--- src/sv/phst_pkg.sv ---
`default_nettype none

package phst_pkg;

    localparam int NSTAGES        = 8;
    localparam int REG_BITS_DEF   = 5;
    localparam int COUNT_BITS_DEF = 32;
    localparam int CYCLE_RESET    = NSTAGES - 1;

    localparam logic [2:0] ST_IF1  = 3'd0;
    localparam logic [2:0] ST_ID   = 3'd2;
    localparam logic [2:0] ST_EXE1 = 3'd3;
    localparam logic [2:0] ST_MEM2 = 3'd6;
    localparam logic [2:0] ST_WB   = 3'd7;

    typedef enum logic [1:0] {
        ACT_CLOCK = 2'd0,
        ACT_SRC   = 2'd1,
        ACT_DEST  = 2'd2,
        ACT_FLUSH = 2'd3
    } action_t;

    // per-stage control from the sequencer
    typedef struct packed {
        logic shift;
        logic clear;
        logic load;
        logic inc;
    } cell_ctrl_t;

endpackage

`default_nettype wire

--- src/sv/phst_if.sv ---
`default_nettype none

interface phst_cmd_if;
    logic       valid;
    logic       ready;
    logic [1:0] action;
    logic [4:0] reg_num;
    logic [2:0] stage;
    logic [3:0] flush_count;

    modport source (output valid, action, reg_num, stage, flush_count, input ready);
    modport sink (input valid, action, reg_num, stage, flush_count, output ready);
endinterface

interface phst_res_if;
    logic        valid;
    logic        ready;
    logic [2:0]  bubbles_inserted;
    logic        hazard_found;
    logic [2:0]  hazard_stage;
    logic [31:0] hazard_count;
    logic [31:0] cycle_total;
    logic [31:0] bubble_total;
    logic [31:0] flush_total;

    modport source (
        output valid, bubbles_inserted, hazard_found, hazard_stage, hazard_count,
               cycle_total, bubble_total, flush_total,
        input  ready
    );
    modport sink (
        input  valid, bubbles_inserted, hazard_found, hazard_stage, hazard_count,
               cycle_total, bubble_total, flush_total,
        output ready
    );
endinterface

`default_nettype wire

--- src/sv/pipeline_hazard_stall_tracker_top.sv ---
`default_nettype none

// Tracks an eight-stage pipeline (IF1..WB) as a chain of stage cells, each holding the
// destination register, valid flag and ready stage of the instruction in that stage plus
// that stage's RAW hazard counter. One command item is taken at a time and gives one
// result item. An accepted item passes an evaluate state, then a run state that moves the
// stage chain one position per bubble a source check inserts (0 to 6) or per flush_count
// step of a flush (0 to 15), then a done state; the run state is skipped when there are
// none, and clock commands move the chain in the evaluate state. The result is loaded
// into an output register in the done state and waits there until taken; the next item may
// be accepted meanwhile, but its result is held back until that register is free.
module pipeline_hazard_stall_tracker_top #(
    parameter int REG_BITS   = phst_pkg::REG_BITS_DEF,
    parameter int COUNT_BITS = phst_pkg::COUNT_BITS_DEF
) (
    input wire           clk,
    input wire           rst_n,
    phst_cmd_if.sink     cmd,
    phst_res_if.source   result
);

    typedef enum logic [1:0] {
        S_IDLE,
        S_EVAL,
        S_RUN,
        S_DONE
    } state_t;

    localparam int NS = phst_pkg::NSTAGES;

    state_t                state_reg;
    phst_pkg::action_t     act_reg;
    logic [REG_BITS-1:0]   key_reg;
    logic [2:0]            stage_reg;
    logic [3:0]            remain_reg;
    logic [2:0]            at_reg;
    logic                  found_reg;
    logic [2:0]            hstage_reg;
    logic [2:0]            bub_reg;
    logic [COUNT_BITS-1:0] cycle_reg;
    logic [COUNT_BITS-1:0] bubble_reg;
    logic [COUNT_BITS-1:0] flush_reg;

    logic                  out_valid_reg;
    logic [2:0]            out_bub_reg;
    logic                  out_found_reg;
    logic [2:0]            out_hstage_reg;
    logic [31:0]           out_hcount_reg;
    logic [31:0]           out_cycle_reg;
    logic [31:0]           out_bubble_reg;
    logic [31:0]           out_flush_reg;

    phst_pkg::cell_ctrl_t  ctrl [NS];
    logic                  cell_valid [NS];
    logic [REG_BITS-1:0]   cell_dest [NS];
    logic [2:0]            cell_ready [NS];
    logic [COUNT_BITS-1:0] cell_cnt [NS];
    logic                  cell_match [NS];

    logic                  shift_now;
    logic [2:0]            shift_at;
    logic                  load_now;
    logic                  sel_found;
    logic [2:0]            sel_idx;
    logic signed [4:0]     diff;
    logic [2:0]            bub;
    logic                  out_free;

    assign shift_now = ((state_reg == S_EVAL) && (act_reg == phst_pkg::ACT_CLOCK))
                       || (state_reg == S_RUN);
    assign shift_at  = (state_reg == S_RUN) ? at_reg : stage_reg;
    assign load_now  = (state_reg == S_EVAL) && (act_reg == phst_pkg::ACT_DEST);

    // youngest producer wins: scan from MEM2 down so EXE1 overrides
    always_comb
    begin
        sel_found = 1'b0;
        sel_idx   = phst_pkg::ST_EXE1;
        for (int i = int'(phst_pkg::ST_MEM2); i >= int'(phst_pkg::ST_EXE1); i--)
        begin
            if (cell_match[i])
            begin
                sel_found = 1'b1;
                sel_idx   = 3'(i);
            end
        end
    end

    // (ready - producer) - (needed - ID)
    assign diff = $signed({2'b00, cell_ready[sel_idx]}) - $signed({2'b00, sel_idx})
                  - $signed({2'b00, stage_reg}) + $signed({2'b00, phst_pkg::ST_ID});
    assign bub  = (diff > 5'sd0) ? diff[2:0] : 3'd0;

    genvar g;
    generate
        for (g = 0; g < NS; g++)
        begin : g_cell
            logic                prev_valid;
            logic [REG_BITS-1:0] prev_dest;
            logic [2:0]          prev_ready;

            if (g == 0)
            begin : g_first
                assign prev_valid = 1'b0;
                assign prev_dest  = '0;
                assign prev_ready = '0;
            end
            else
            begin : g_rest
                assign prev_valid = cell_valid[g-1];
                assign prev_dest  = cell_dest[g-1];
                assign prev_ready = cell_ready[g-1];
            end

            assign ctrl[g].shift = shift_now && (3'(g) > shift_at);
            assign ctrl[g].clear = shift_now && (3'(g) == shift_at);
            assign ctrl[g].load  = load_now && (3'(g) == phst_pkg::ST_ID);
            assign ctrl[g].inc   = (state_reg == S_EVAL) && (act_reg == phst_pkg::ACT_SRC)
                                   && sel_found && (3'(g) == sel_idx);

            phst_cell #(
                .REG_BITS   (REG_BITS),
                .COUNT_BITS (COUNT_BITS)
            ) u_cell (
                .clk        (clk),
                .rst_n      (rst_n),
                .ctrl       (ctrl[g]),
                .prev_valid (prev_valid),
                .prev_dest  (prev_dest),
                .prev_ready (prev_ready),
                .load_dest  (key_reg),
                .load_ready (stage_reg),
                .key        (key_reg),
                .valid      (cell_valid[g]),
                .dest       (cell_dest[g]),
                .ready      (cell_ready[g]),
                .count      (cell_cnt[g]),
                .match      (cell_match[g])
            );
        end
    endgenerate

    assign out_free = !out_valid_reg || result.ready;

    always_ff @(posedge clk or negedge rst_n)
    begin
        if (!rst_n)
        begin
            state_reg      <= S_IDLE;
            act_reg        <= phst_pkg::ACT_CLOCK;
            key_reg        <= '0;
            stage_reg      <= '0;
            remain_reg     <= '0;
            at_reg         <= '0;
            found_reg      <= 1'b0;
            hstage_reg     <= '0;
            bub_reg        <= '0;
            cycle_reg      <= COUNT_BITS'(phst_pkg::CYCLE_RESET);
            bubble_reg     <= '0;
            flush_reg      <= '0;
            out_valid_reg  <= 1'b0;
            out_bub_reg    <= '0;
            out_found_reg  <= 1'b0;
            out_hstage_reg <= '0;
            out_hcount_reg <= '0;
            out_cycle_reg  <= '0;
            out_bubble_reg <= '0;
            out_flush_reg  <= '0;
        end
        else
        begin
            // in S_DONE the output register is reloaded whenever it is taken
            if (out_valid_reg && result.ready && (state_reg != S_DONE))
            begin
                out_valid_reg <= 1'b0;
            end
            unique case (state_reg)
                S_IDLE:
                begin
                    if (cmd.valid)
                    begin
                        act_reg    <= phst_pkg::action_t'(cmd.action);
                        key_reg    <= REG_BITS'(cmd.reg_num);
                        stage_reg  <= cmd.stage;
                        remain_reg <= cmd.flush_count;
                        found_reg  <= 1'b0;
                        hstage_reg <= '0;
                        bub_reg    <= '0;
                        state_reg  <= S_EVAL;
                    end
                end
                S_EVAL:
                begin
                    unique case (act_reg)
                        phst_pkg::ACT_CLOCK:
                        begin
                            cycle_reg <= cycle_reg + COUNT_BITS'(1);
                            state_reg <= S_DONE;
                        end
                        phst_pkg::ACT_SRC:
                        begin
                            at_reg <= phst_pkg::ST_EXE1;
                            if (sel_found)
                            begin
                                found_reg  <= 1'b1;
                                hstage_reg <= sel_idx;
                                bub_reg    <= bub;
                                remain_reg <= {1'b0, bub};
                            end
                            state_reg <= (sel_found && bub != 3'd0) ? S_RUN : S_DONE;
                        end
                        phst_pkg::ACT_DEST:
                        begin
                            state_reg <= S_DONE;
                        end
                        phst_pkg::ACT_FLUSH:
                        begin
                            at_reg    <= phst_pkg::ST_IF1;
                            state_reg <= (remain_reg != 4'd0) ? S_RUN : S_DONE;
                        end
                        default:
                        begin
                            state_reg <= S_DONE;
                        end
                    endcase
                end
                S_RUN:
                begin
                    // one bubble or flush clock per cycle
                    cycle_reg <= cycle_reg + COUNT_BITS'(1);
                    if (act_reg == phst_pkg::ACT_SRC)
                    begin
                        bubble_reg <= bubble_reg + COUNT_BITS'(1);
                    end
                    else
                    begin
                        flush_reg <= flush_reg + COUNT_BITS'(1);
                    end
                    remain_reg <= remain_reg - 4'd1;
                    if (remain_reg == 4'd1)
                    begin
                        state_reg <= S_DONE;
                    end
                end
                S_DONE:
                begin
                    if (out_free)
                    begin
                        out_valid_reg  <= 1'b1;
                        out_bub_reg    <= bub_reg;
                        out_found_reg  <= found_reg;
                        out_hstage_reg <= hstage_reg;
                        out_hcount_reg <= found_reg ? 32'(cell_cnt[hstage_reg]) : 32'd0;
                        out_cycle_reg  <= 32'(cycle_reg);
                        out_bubble_reg <= 32'(bubble_reg);
                        out_flush_reg  <= 32'(flush_reg);
                        state_reg      <= S_IDLE;
                    end
                end
                default:
                begin
                    state_reg <= S_IDLE;
                end
            endcase
        end
    end

    assign cmd.ready               = (state_reg == S_IDLE);
    assign result.valid            = out_valid_reg;
    assign result.bubbles_inserted = out_bub_reg;
    assign result.hazard_found     = out_found_reg;
    assign result.hazard_stage     = out_hstage_reg;
    assign result.hazard_count     = out_hcount_reg;
    assign result.cycle_total      = out_cycle_reg;
    assign result.bubble_total     = out_bubble_reg;
    assign result.flush_total      = out_flush_reg;

endmodule

`default_nettype wire

--- src/sv/phst_cell.sv ---
`default_nettype none

module phst_cell #(
    parameter int REG_BITS   = phst_pkg::REG_BITS_DEF,
    parameter int COUNT_BITS = phst_pkg::COUNT_BITS_DEF
) (
    input  wire                      clk,
    input  wire                      rst_n,
    input  wire phst_pkg::cell_ctrl_t ctrl,
    input  wire                      prev_valid,
    input  wire  [REG_BITS-1:0]      prev_dest,
    input  wire  [2:0]               prev_ready,
    input  wire  [REG_BITS-1:0]      load_dest,
    input  wire  [2:0]               load_ready,
    input  wire  [REG_BITS-1:0]      key,
    output logic                     valid,
    output logic [REG_BITS-1:0]      dest,
    output logic [2:0]               ready,
    output logic [COUNT_BITS-1:0]    count,
    output logic                     match
);

    logic                  valid_reg;
    logic [REG_BITS-1:0]   dest_reg;
    logic [2:0]            ready_reg;
    logic [COUNT_BITS-1:0] count_reg;

    always_ff @(posedge clk or negedge rst_n)
    begin
        if (!rst_n)
        begin
            valid_reg <= 1'b0;
            dest_reg  <= '0;
            ready_reg <= '0;
            count_reg <= '0;
        end
        else
        begin
            priority if (ctrl.clear)
            begin
                valid_reg <= 1'b0;
                dest_reg  <= '0;
                ready_reg <= '0;
            end
            else if (ctrl.shift)
            begin
                valid_reg <= prev_valid;
                dest_reg  <= prev_dest;
                ready_reg <= prev_ready;
            end
            else if (ctrl.load)
            begin
                valid_reg <= 1'b1;
                dest_reg  <= load_dest;
                ready_reg <= load_ready;
            end
            if (ctrl.inc)
            begin
                count_reg <= count_reg + COUNT_BITS'(1);
            end
        end
    end

    assign valid = valid_reg;
    assign dest  = dest_reg;
    assign ready = ready_reg;
    assign count = count_reg;
    assign match = valid_reg && (dest_reg == key);

endmodule

`default_nettype wire

--- src/flat_wrapper.sv ---
// flat-port wrapper written by rule: the top's interface ports become plain ports
module pipeline_hazard_stall_tracker_top_flat 
#(
    parameter int REG_BITS   = phst_pkg::REG_BITS_DEF,
    parameter int COUNT_BITS = phst_pkg::COUNT_BITS_DEF
)
  (clk, rst_n, cmd_valid, cmd_action, cmd_reg_num, cmd_stage, cmd_flush_count, cmd_ready, result_valid, result_bubbles_inserted, result_hazard_found, result_hazard_stage, result_hazard_count, result_cycle_total, result_bubble_total, result_flush_total, result_ready);
  phst_cmd_if cmd_i ();
  phst_res_if result_i ();
  input wire clk;
  input wire rst_n;
  input wire logic [$bits(cmd_i.valid)-1:0] cmd_valid;
  input wire logic [$bits(cmd_i.action)-1:0] cmd_action;
  input wire logic [$bits(cmd_i.reg_num)-1:0] cmd_reg_num;
  input wire logic [$bits(cmd_i.stage)-1:0] cmd_stage;
  input wire logic [$bits(cmd_i.flush_count)-1:0] cmd_flush_count;
  output wire logic [$bits(cmd_i.ready)-1:0] cmd_ready;
  output wire logic [$bits(result_i.valid)-1:0] result_valid;
  output wire logic [$bits(result_i.bubbles_inserted)-1:0] result_bubbles_inserted;
  output wire logic [$bits(result_i.hazard_found)-1:0] result_hazard_found;
  output wire logic [$bits(result_i.hazard_stage)-1:0] result_hazard_stage;
  output wire logic [$bits(result_i.hazard_count)-1:0] result_hazard_count;
  output wire logic [$bits(result_i.cycle_total)-1:0] result_cycle_total;
  output wire logic [$bits(result_i.bubble_total)-1:0] result_bubble_total;
  output wire logic [$bits(result_i.flush_total)-1:0] result_flush_total;
  input wire logic [$bits(result_i.ready)-1:0] result_ready;
  assign cmd_i.valid = cmd_valid;
  assign cmd_i.action = cmd_action;
  assign cmd_i.reg_num = cmd_reg_num;
  assign cmd_i.stage = cmd_stage;
  assign cmd_i.flush_count = cmd_flush_count;
  assign cmd_ready = cmd_i.ready;
  assign result_valid = result_i.valid;
  assign result_bubbles_inserted = result_i.bubbles_inserted;
  assign result_hazard_found = result_i.hazard_found;
  assign result_hazard_stage = result_i.hazard_stage;
  assign result_hazard_count = result_i.hazard_count;
  assign result_cycle_total = result_i.cycle_total;
  assign result_bubble_total = result_i.bubble_total;
  assign result_flush_total = result_i.flush_total;
  assign result_i.ready = result_ready;
  pipeline_hazard_stall_tracker_top #(.REG_BITS(REG_BITS), .COUNT_BITS(COUNT_BITS)) u_core (.clk(clk), .rst_n(rst_n), .cmd(cmd_i), .result(result_i));
endmodule
--- config.mk ---
export PLATFORM = sky130hd
export DESIGN_NAME = pipeline_hazard_stall_tracker_top_flat
export DESIGN_NICKNAME = d
export VERILOG_FILES = /design/src/sv/phst_pkg.sv /design/src/sv/phst_if.sv /design/src/sv/pipeline_hazard_stall_tracker_top.sv /design/src/sv/phst_cell.sv /design/src/flat_wrapper.sv
export SDC_FILE = /design/constraint.sdc
export NUM_CORES = 1
export LEC_CHECK = 0
export ABC_AREA = 1
export BUFFER_PORTS_ARGS = -buffer_cell sky130_fd_sc_hd__buf_2
export CORE_MARGIN = 8
export CORE_UTILIZATION = 37
export DETAILED_ROUTE_END_ITERATION = 6
export SLEW_MARGIN = 20
export SYNTH_ARGS = -nofsm -noshare
export SYNTH_HDL_FRONTEND = slang
export SYNTH_SLANG_ARGS = --single-unit
--- constraint.sdc ---
create_clock -name clk -period 6.2 [get_ports clk]
set_clock_uncertainty 0.05 [all_clocks]
set_input_delay 0 -clock clk [delete_from_list [all_inputs] [get_ports clk]]
set_output_delay 0 -clock clk [all_outputs]
set_load 0.005 [all_outputs]
==> metrics.csv, run 1 <==
stage;metric;value;unit
worst_setup_path;cp_data_arrival_time;4.60;ns
detailed_routing;vias_per_cell;4.89;
yosys;synth_ff_type;dfrtp_1;
power_and_ir_drop;p_leak;14.6;nW
placement;dp_cells;4129;
sta;fmax;241;MHz
global_routing;antenna_found_initial;0;
clocking;clk_pin_slew;0.06;ns
worst_setup_path;crit_path_end_kind;flip-flop;
sta;timing.slew.headroom;33.2;%
clocking;cts_sinks;557;
floorplanning;core-area;0.0726;mm^2
detailed_routing;vias;20816;
yosys;ys_types;54;
sta;setup_violations;0;
hold_path;hold_depth;4;
yosys;synth_area_leader_cell;dfrtp_1;
global_routing;grt_pass1_vias;20642;
detailed_routing;drtPass1Iterations;5;
layout;antenna_cells;0;
floorplanning;die_width;286;um
floorplanning;initial_core_util;37.1;%
flow_run;cap_viol_max_count;0;
floorplanning;die_area;0.0817;mm^2
layout;drive_gt1_share;10.1;%
clocking;htree_levels;2;
layout;largest_reg_flops;256;
yosys;yosysSeqAreaShare;51.7;%
global_routing;grt_pass1_wl;115;mm
worst_setup_path;r2r_cells;23;
power_and_ir_drop;clockPowerShare;38.4;%
hold_path;min-delay-start;cmd_stage[1];
detailed_routing;ant_nets;0;
floorplanning;die_h;286;um
layout;area.growth.synth_to_final;12.2;%
detailed_routing;totalWireLength;70.3;mm
yosys;synth_top_area_share;51.5;%
worst_setup_path;r2r_start;u_core.key_reg[3]$_DFFE_PN0P_;
sta;fin_tns_setup;0;ns
yosys;synth_seq_cells;557;
clocking;cts_root_buf;clkbuf_16;
worst_setup_path;rrSetupSlack;2.05;ns
hold_path;holdCritPathClass;in -> reg;
yosys;synth_edf_count;0;
clocking;cts_tree;built;
power_and_ir_drop;p_per_area;303;mW/mm^2
power_and_ir_drop;p_switching;2.81;mW
yosys;syn_inst;3237;
worst_setup_path;critical_path_class;reg -> reg;
worst_setup_path;start_kind;flip-flop;
placement;dp_hpwl;50.0;mm
status;status;completed;
clocking;numCtsBuffers;59;
sta;fin_crit;4.15;ns
worst_setup_path;critPathMaxFanout;16;
power_and_ir_drop;p_seq_share;44.2;%
sta;finalHoldViolations;0;
global_routing;grt_max_degree;133;
yosys;synth_area_leaders;dfrtp_1 51%, nand2_1 11%, xor2_1 6.1%, o21ai_0 5.3%, inv_1 4.2%;
detailed_routing;drc;0;
sta;fin_crit_sh;67.0;%
detailed_routing;drt-wirelength-per-cell;16.5;um
sta;max_slew.worst_pin.slew;1.00;ns
power_and_ir_drop;p_sw_share;30.6;%
global_routing;overflow;0;
floorplanning;ioPinCount;155;
sta;drv_slew;0;
floorplanning;num_rows;99;
hold_path;hold_end;u_core.stage_reg[1]$_DFFE_PN0P_;
power_and_ir_drop;ir_drop;0.253;mV
yosys;synth-async-reset-ratio;100;%
yosys;synth_area;0.0269;mm^2
placement;gp_congestion;0.922;
layout;fin_cells;4255;
clocking;cts-resized-gates;0;
worst_setup_path;critPathRequiredTime;6.65;ns
clocking;clockBufferDepth;3;
worst_setup_path;rr_endpoint;u_core.state_reg[0]$_DFFE_PN0P_;
layout;fin_nets;3291;
sta;rsz0062_at_grt;no;
power_and_ir_drop;internal_power;6.37;mW
global_routing;grt.total_usage;17.0;%
placement;io_buffers;154;
yosys;avgSynthCellArea;8.32;um^2
yosys;yosys_warnings;0;
power_and_ir_drop;p_comb_share;17.4;%
clocking;cts_setup_buffers;0;
yosys;synthesis.nets;3278;
detailed_routing;first_iter_violations;1650;
clocking;clk_latency;0.63;ns
-- final cells by class --
cell class | instances | area (um^2)
Timing Repair Buffer | 191 | 1150
Clock inverter | 21 | 230
Tap cell | 959 | 1200
Fill cell | 7385 | 42300
Multi-Input combinational cell | 2124 | 10800
Sequential cell | 557 | 13900
Inverter | 317 | 1190
Clock buffer | 86 | 1690
-- synth_stat cells (all sizes together), types with 2 or more instances --
library cell / number
nand2: 794
o31ai: 3
nor3b: 3
o221ai: 4
nor4: 31
o21ai: 292
buf: 29
clkinv: 2
o22ai: 50
or2: 3
o21a: 2
a21oi: 73
nand4: 41
inv: 315
a31oi: 3
xnor2: 18
ha: 21
o211a: 2
nand3b: 2
nor2: 280
nand3: 164
o211ai: 43
clkbuf: 210
fa: 2
dfstp: 3
dfrtp: 554
xor2: 189
nor3: 98
-- metal layers --
layer  wire [um]  global-route usage (%)  vias up
li1            -                       -    10388
met1       32700                    23.8     9868
met2       31800                    26.8      442
met3        3340                    2.48      118
met4        2450                    6.19        0
met5           0                       0        -
-- worst max path at each step --
| stage | start | to | cells past startpoint |
|---|---|---|---|
| 2_1_floorplan | u_core.key_reg[4]$_DFFE_PN0P_ | u_core.state_reg[0]$_DFFE_PN0P_ | 22 |
| 4_1_cts | u_core.key_reg[3]$_DFFE_PN0P_ | u_core.state_reg[0]$_DFFE_PN0P_ | 23 |
| 3_5_place_dp | u_core.key_reg[3]$_DFFE_PN0P_ | u_core.state_reg[0]$_DFFE_PN0P_ | 23 |
| 5_1_grt | u_core.key_reg[3]$_DFFE_PN0P_ | u_core.state_reg[0]$_DFFE_PN0P_ | 24 |
| 6_report | u_core.key_reg[3]$_DFFE_PN0P_ | u_core.state_reg[0]$_DFFE_PN0P_ | 23 |
| 3_3_place_gp | u_core.key_reg[3]$_DFFE_PN0P_ | u_core.state_reg[0]$_DFFE_PN0P_ | 23 |
-- timing repair --
action	in CTS	in global routing
setup endpoints to repair	0	0
hold buffers	19	0
hold endpoints to repair	119	0
-- power groups by stage --
stage	sequential, mW	combinational, mW	clock (mW)
floorplan	4.08	1.12	0
global route	4.09	1.84	3.75
finish	4.06	1.60	3.52
detailed placement	4.12	1.61	0
CTS	4.06	1.63	3.61
global placement	4.12	1.59	0
-- cells in the final DEF (no fill, tap or decap), types with 3 or more instances in the layout --
master and instances:
nand2_1 781, dfrtp_1 551, inv_1 300, o21ai_0 287, nor2_1 264, xor2_1 189, nand3_1 156, buf_2 153
nor3_1 97, a21oi_1 71, clkbuf_16 59, o22ai_1 50, o211ai_1 43, nand4_1 39, nor4_1 30, ha_1 21
xnor2_1 18, dlygate4sd3_1 18, clkbuf_1 16, buf_4 16, inv_2 14, clkinv_2 13, clkbuf_8 11, nand2_2 9
nor2_4 8, nor2_2 7, nand3_2 6, nand2_4 4, o21ai_1 4, o221ai_1 4, nor3b_1 3, o31ai_1 3
a31oi_1 3, bufinv_16 3, dfstp_2 3
-- kinds of logic after synthesis --
kind of cell / share of synthesized area [%]
and+or+nand+nor: 22.6
xor gates and xnor gates: 6.73
DFF: 51.7
AOI/OAI and AO/OA: 9.68
buffers and inverters: 8.08
adders and majority gates: 1.12
muxes: 0.0418
-- worst max-delay path: stages, from the launching register on --
cell,delay [ns]
dfrtp_1,0.43
inv_2,0.11
nand2_1,0.07
nand2_1,0.06
nor2_2,0.14
nand3_4,0.18
nand2_1,0.12
nor2_2,0.05
nand2_2,0.25
o22ai_1,0.13
nor2_1,0.12
ha_1,0.14
inv_1,0.06
fa_1,0.47
inv_1,0.04
ha_1,0.26
inv_1,0.04
ha_1,0.22
fa_1,0.48
inv_1,0.04
nor2_1,0.21
nor3_1,0.09
o21ai_0,0.19
a21oi_1,0.08
-- per-stage QoR --
stage                     total power [mW]  area [um^2]  hold slack, ns  setup slack [ns]  utilization [%]
after floorplan                       5.20        26900          -0.346              2.54                -
after global routing                  9.68        30200           0.105              1.63             41.7
after detailed placement              5.73        28100          0.0454              2.04             38.7
final                                 9.18        30200           0.119              2.05             41.7
after CTS                             9.30        30200          0.0750              2.04             41.7
after global placement                5.71        28100          0.0487              2.14             38.7
No activity file was read; power rests on OpenSTA's default activity.
==> run 2: changes to the inputs <==
==> constraint.sdc (replaced) <==
create_clock -name clk -period 3.4 [get_ports clk]
set_clock_uncertainty 0.05 [all_clocks]
set_input_delay 0 -clock clk [delete_from_list [all_inputs] [get_ports clk]]
set_output_delay 0 -clock clk [all_outputs]
set_load 0.005 [all_outputs]
==> run 2 against run 1 <==
Compared with the run above: critical path depth decreased by 1; final cell count increased by 1.5%; non-clock buffer count increased by 56; critical path type unchanged; critical endpoint is now u_core.remain_reg[2]$_DFFE_PN0P_; fmax increased by 11%; the flow now finishes with violations (negative setup slack); clock-buffer cell count increased by 4; total power increased by 96%; core utilization increased by 1.3 points; first-iteration DRC count decreased by 9.9%; hold slack got worse by 0.096 ns.
==> metrics.csv, run 2 (synthesized netlist as in run 1, its figures left out) <==
stage;metric;value;unit;change
sta;fin_crit;3.72;ns;-0.428 ns
layout;area.growth.synth_to_final;15.8;%;
layout;antenna_cells;0;;unchanged
clocking;cts_root_buf;clkbuf_16;;
clocking;clk_latency;0.64;ns;about the same
layout;final_core_util;43.0;%;+1.3 points
clocking;clockBufferDepth;3;;unchanged
power_and_ir_drop;ir_drop;0.525;mV;+110%
power_and_ir_drop;power;18.0;mW;+96%
power_and_ir_drop;p_seq_share;41.2;%;-3.0 points
placement;gp_congestion;0.921;;about the same
floorplanning;die_area;0.0817;mm^2;unchanged
global_routing;grtUsageMet3;2.25;%;-0.24 points
global_routing;grt_max_degree;208;;+56%
clocking;cts_sinks;557;;unchanged
sta;rsz0062_at_grt;yes;;
layout;fin_area;0.0312;mm^2;+3.2%
global_routing;grt.total_usage;17.2;%;+0.18 points
layout;fin_cells;4317;;+1.5%
power_and_ir_drop;p_sw_share;30.3;%;-0.31 points
status;status;complete, but fails checks;;
flow_run;cap_viol_max_count;0;;unchanged
placement;place_area;0.0286;mm^2;+1.8%
worst_setup_path;critPathMaxFanout;4;;-12
global_routing;antenna_found_initial;1;;+1
hold_path;holdCritPathClass;in -> async;;
placement;io_buffers;154;;unchanged
placement;dp_hpwl;51.1;mm;+2.2%
floorplanning;core-area;0.0726;mm^2;unchanged
layout;drive_gt1_share;13.3;%;+3.2 points
floorplanning;die_h;286;um;unchanged
global_routing;grt_pass1_wl;116;mm;+1.4%
sta;fmax;269;MHz;+11%
sta;setup_violations;7;;+7
worst_setup_path;cp_data_arrival_time;4.22;ns;-0.38 ns
sta;holdWs;0.0233;ns;-0.0959 ns
detailed_routing;drc;0;;unchanged
worst_setup_path;critPathRequiredTime;3.89;ns;-2.76 ns
power_and_ir_drop;internal_power;12.5;mW;+97%
sta;timing.slew.headroom;37.7;%;+4.5 points
clocking;clk_pin_slew;0.06;ns;about the same
layout;largest_reg_flops;256;;unchanged
placement;dp_cells;4183;;+1.3%
floorplanning;ioPinCount;155;;unchanged
detailed_routing;drt-wirelength-per-cell;16.6;um;+0.27%
floorplanning;initial_core_util;37.1;%;unchanged
power_and_ir_drop;clockPowerShare;39.4;%;+1.0 points
power_and_ir_drop;p_leak;15.0;nW;+2.9%
layout;mostFrequentLayoutCell;nand2_1;;
global_routing;overflow;0;;unchanged
worst_setup_path;start_kind;flip-flop;;
worst_setup_path;critical_path_class;reg -> reg;;
clocking;htree_levels;2;;unchanged
layout;fin_nets;3349;;+1.8%
detailed_routing;drtPass1Iterations;5;;unchanged
global_routing;grt_pass1_vias;21177;;+2.6%
floorplanning;num_rows;99;;unchanged
global_routing;use_met2;28.0;%;+1.2 points
global_routing;grt_util_met1;24.3;%;+0.47 points
placement;preCtsSetupSlack;-0.419;ns;-2.46 ns
power_and_ir_drop;p_comb_share;19.4;%;+2.0 points
power_and_ir_drop;p_per_area;576;mW/mm^2;+90%
clocking;numCtsBuffers;61;;+3.4%
layout;final_cell_mix;770 x nand2_1, 549 x dfrtp_1, 294 x inv_1;;
detailed_routing;vias_per_cell;4.92;;+0.51%
sta;layout_setup_ws;-0.324;ns;-2.37 ns
layout;fillers;7299;;-1.2%
detailed_routing;vias;21227;;+2.0%
sta;drv_slew;0;;unchanged
detailed_routing;totalWireLength;71.5;mm;+1.7%
sta;fin_crit_sh;110;%;+43 points
global_routing;top_usage_layer;met2;;
sta;finalHoldViolations;0;;unchanged
worst_setup_path;crit_path_end_kind;flip-flop;;
power_and_ir_drop;p_switching;5.44;mW;+94%
sta;max_slew.worst_pin.slew;0.934;ns;-0.0658 ns
status;violations;negative setup slack;;
floorplanning;die_width;286;um;unchanged
clocking;cts_tree;built;;
detailed_routing;ant_nets;0;;unchanged
detailed_routing;first_iter_violations;1486;;-9.9%
sta;fin_tns_setup;-1.62;ns;-1.62 ns
run 2: power by group through the flow:
stage	clock (mW)	combinational (mW)	sequential [mW]
CTS	7.25	3.37	7.40
global placement	0	3.16	7.51
floorplan	0	2.08	7.44
detailed placement	0	3.19	7.52
global route	7.49	3.96	7.46
finish	7.08	3.49	7.40
run 2: layout make-up:
cell class | instances | area, um^2 | share of cell area (%)
Tap cell | 959 | 1200 | 3.84
Clock buffer | 90 | 1840 | 5.88
Clock inverter | 23 | 355 | 1.14
Timing Repair Buffer | 247 | 1620 | 5.20
Sequential cell | 557 | 14000 | 44.7
Inverter | 317 | 1190 | 3.83
Multi-Input combinational cell | 2124 | 11100 | 35.4
run 2: path summary, 6_finish.rpt:
path / from / endpoint / slack (ns) / cells past startpoint
min in group clk: cmd_stage[0] / u_core.stage_reg[0]$_DFFE_PN0P_ / 0.10 / 3
worst max register to register: u_core.key_reg[2]$_DFFE_PN0P_ / u_core.remain_reg[2]$_DFFE_PN0P_ / -0.32 / 22
max in group asynchronous: rst_n / u_core.key_reg[3]$_DFFE_PN0P_ / 2.63 / 3
worst min-delay path: rst_n / u_core.cycle_reg[1]$_DFFE_PN1P_ / 0.02 / 2
worst min register to register: u_core.g_cell[2].u_cell.count[23]$_DFFE_PN0P_ / u_core.g_cell[2].u_cell.count[23]$_DFFE_PN0P_ / 0.32 / 0
worst max-delay path: u_core.key_reg[2]$_DFFE_PN0P_ / u_core.remain_reg[2]$_DFFE_PN0P_ / -0.32 / 22
run 2: repair_timing:
item / in CTS / in global routing
pin swaps: 7 / 9
endpoints found under the hold margin: 524 / 0
resized for setup: 28 / 25
hold buffers: 18 / 0
buffers inserted: 0 / 3
endpoints found under the setup margin: 7 / 7
run 2: per-layer routing:
| metal | share of wire [%] | up-vias |
|---|---|---|
| li1 | - | 10480 |
| met3 | 4.4 | 104 |
| met2 | 46 | 474 |
| met1 | 47 | 10169 |
| met5 | 0 | - |
| met4 | 2.1 | 0 |
run 2: worst max-delay path: stages, from the launching register on:
cell and delay (ns):
dfrtp_1 0.42, buf_4 0.15, xnor2_1 0.22, nand2_1 0.09, nor2_2 0.15, nand3_4 0.10
nand2_4 0.09, a21oi_1 0.07, nor2_1 0.14, ha_2 0.19, inv_2 0.04, fa_2 0.52
inv_2 0.04, ha_4 0.25, inv_2 0.04, ha_4 0.15, fa_1 0.49, inv_2 0.04
nor2_4 0.10, nand2_1 0.06, nand2_1 0.06, o21ai_1 0.05, o21ai_1 0.12
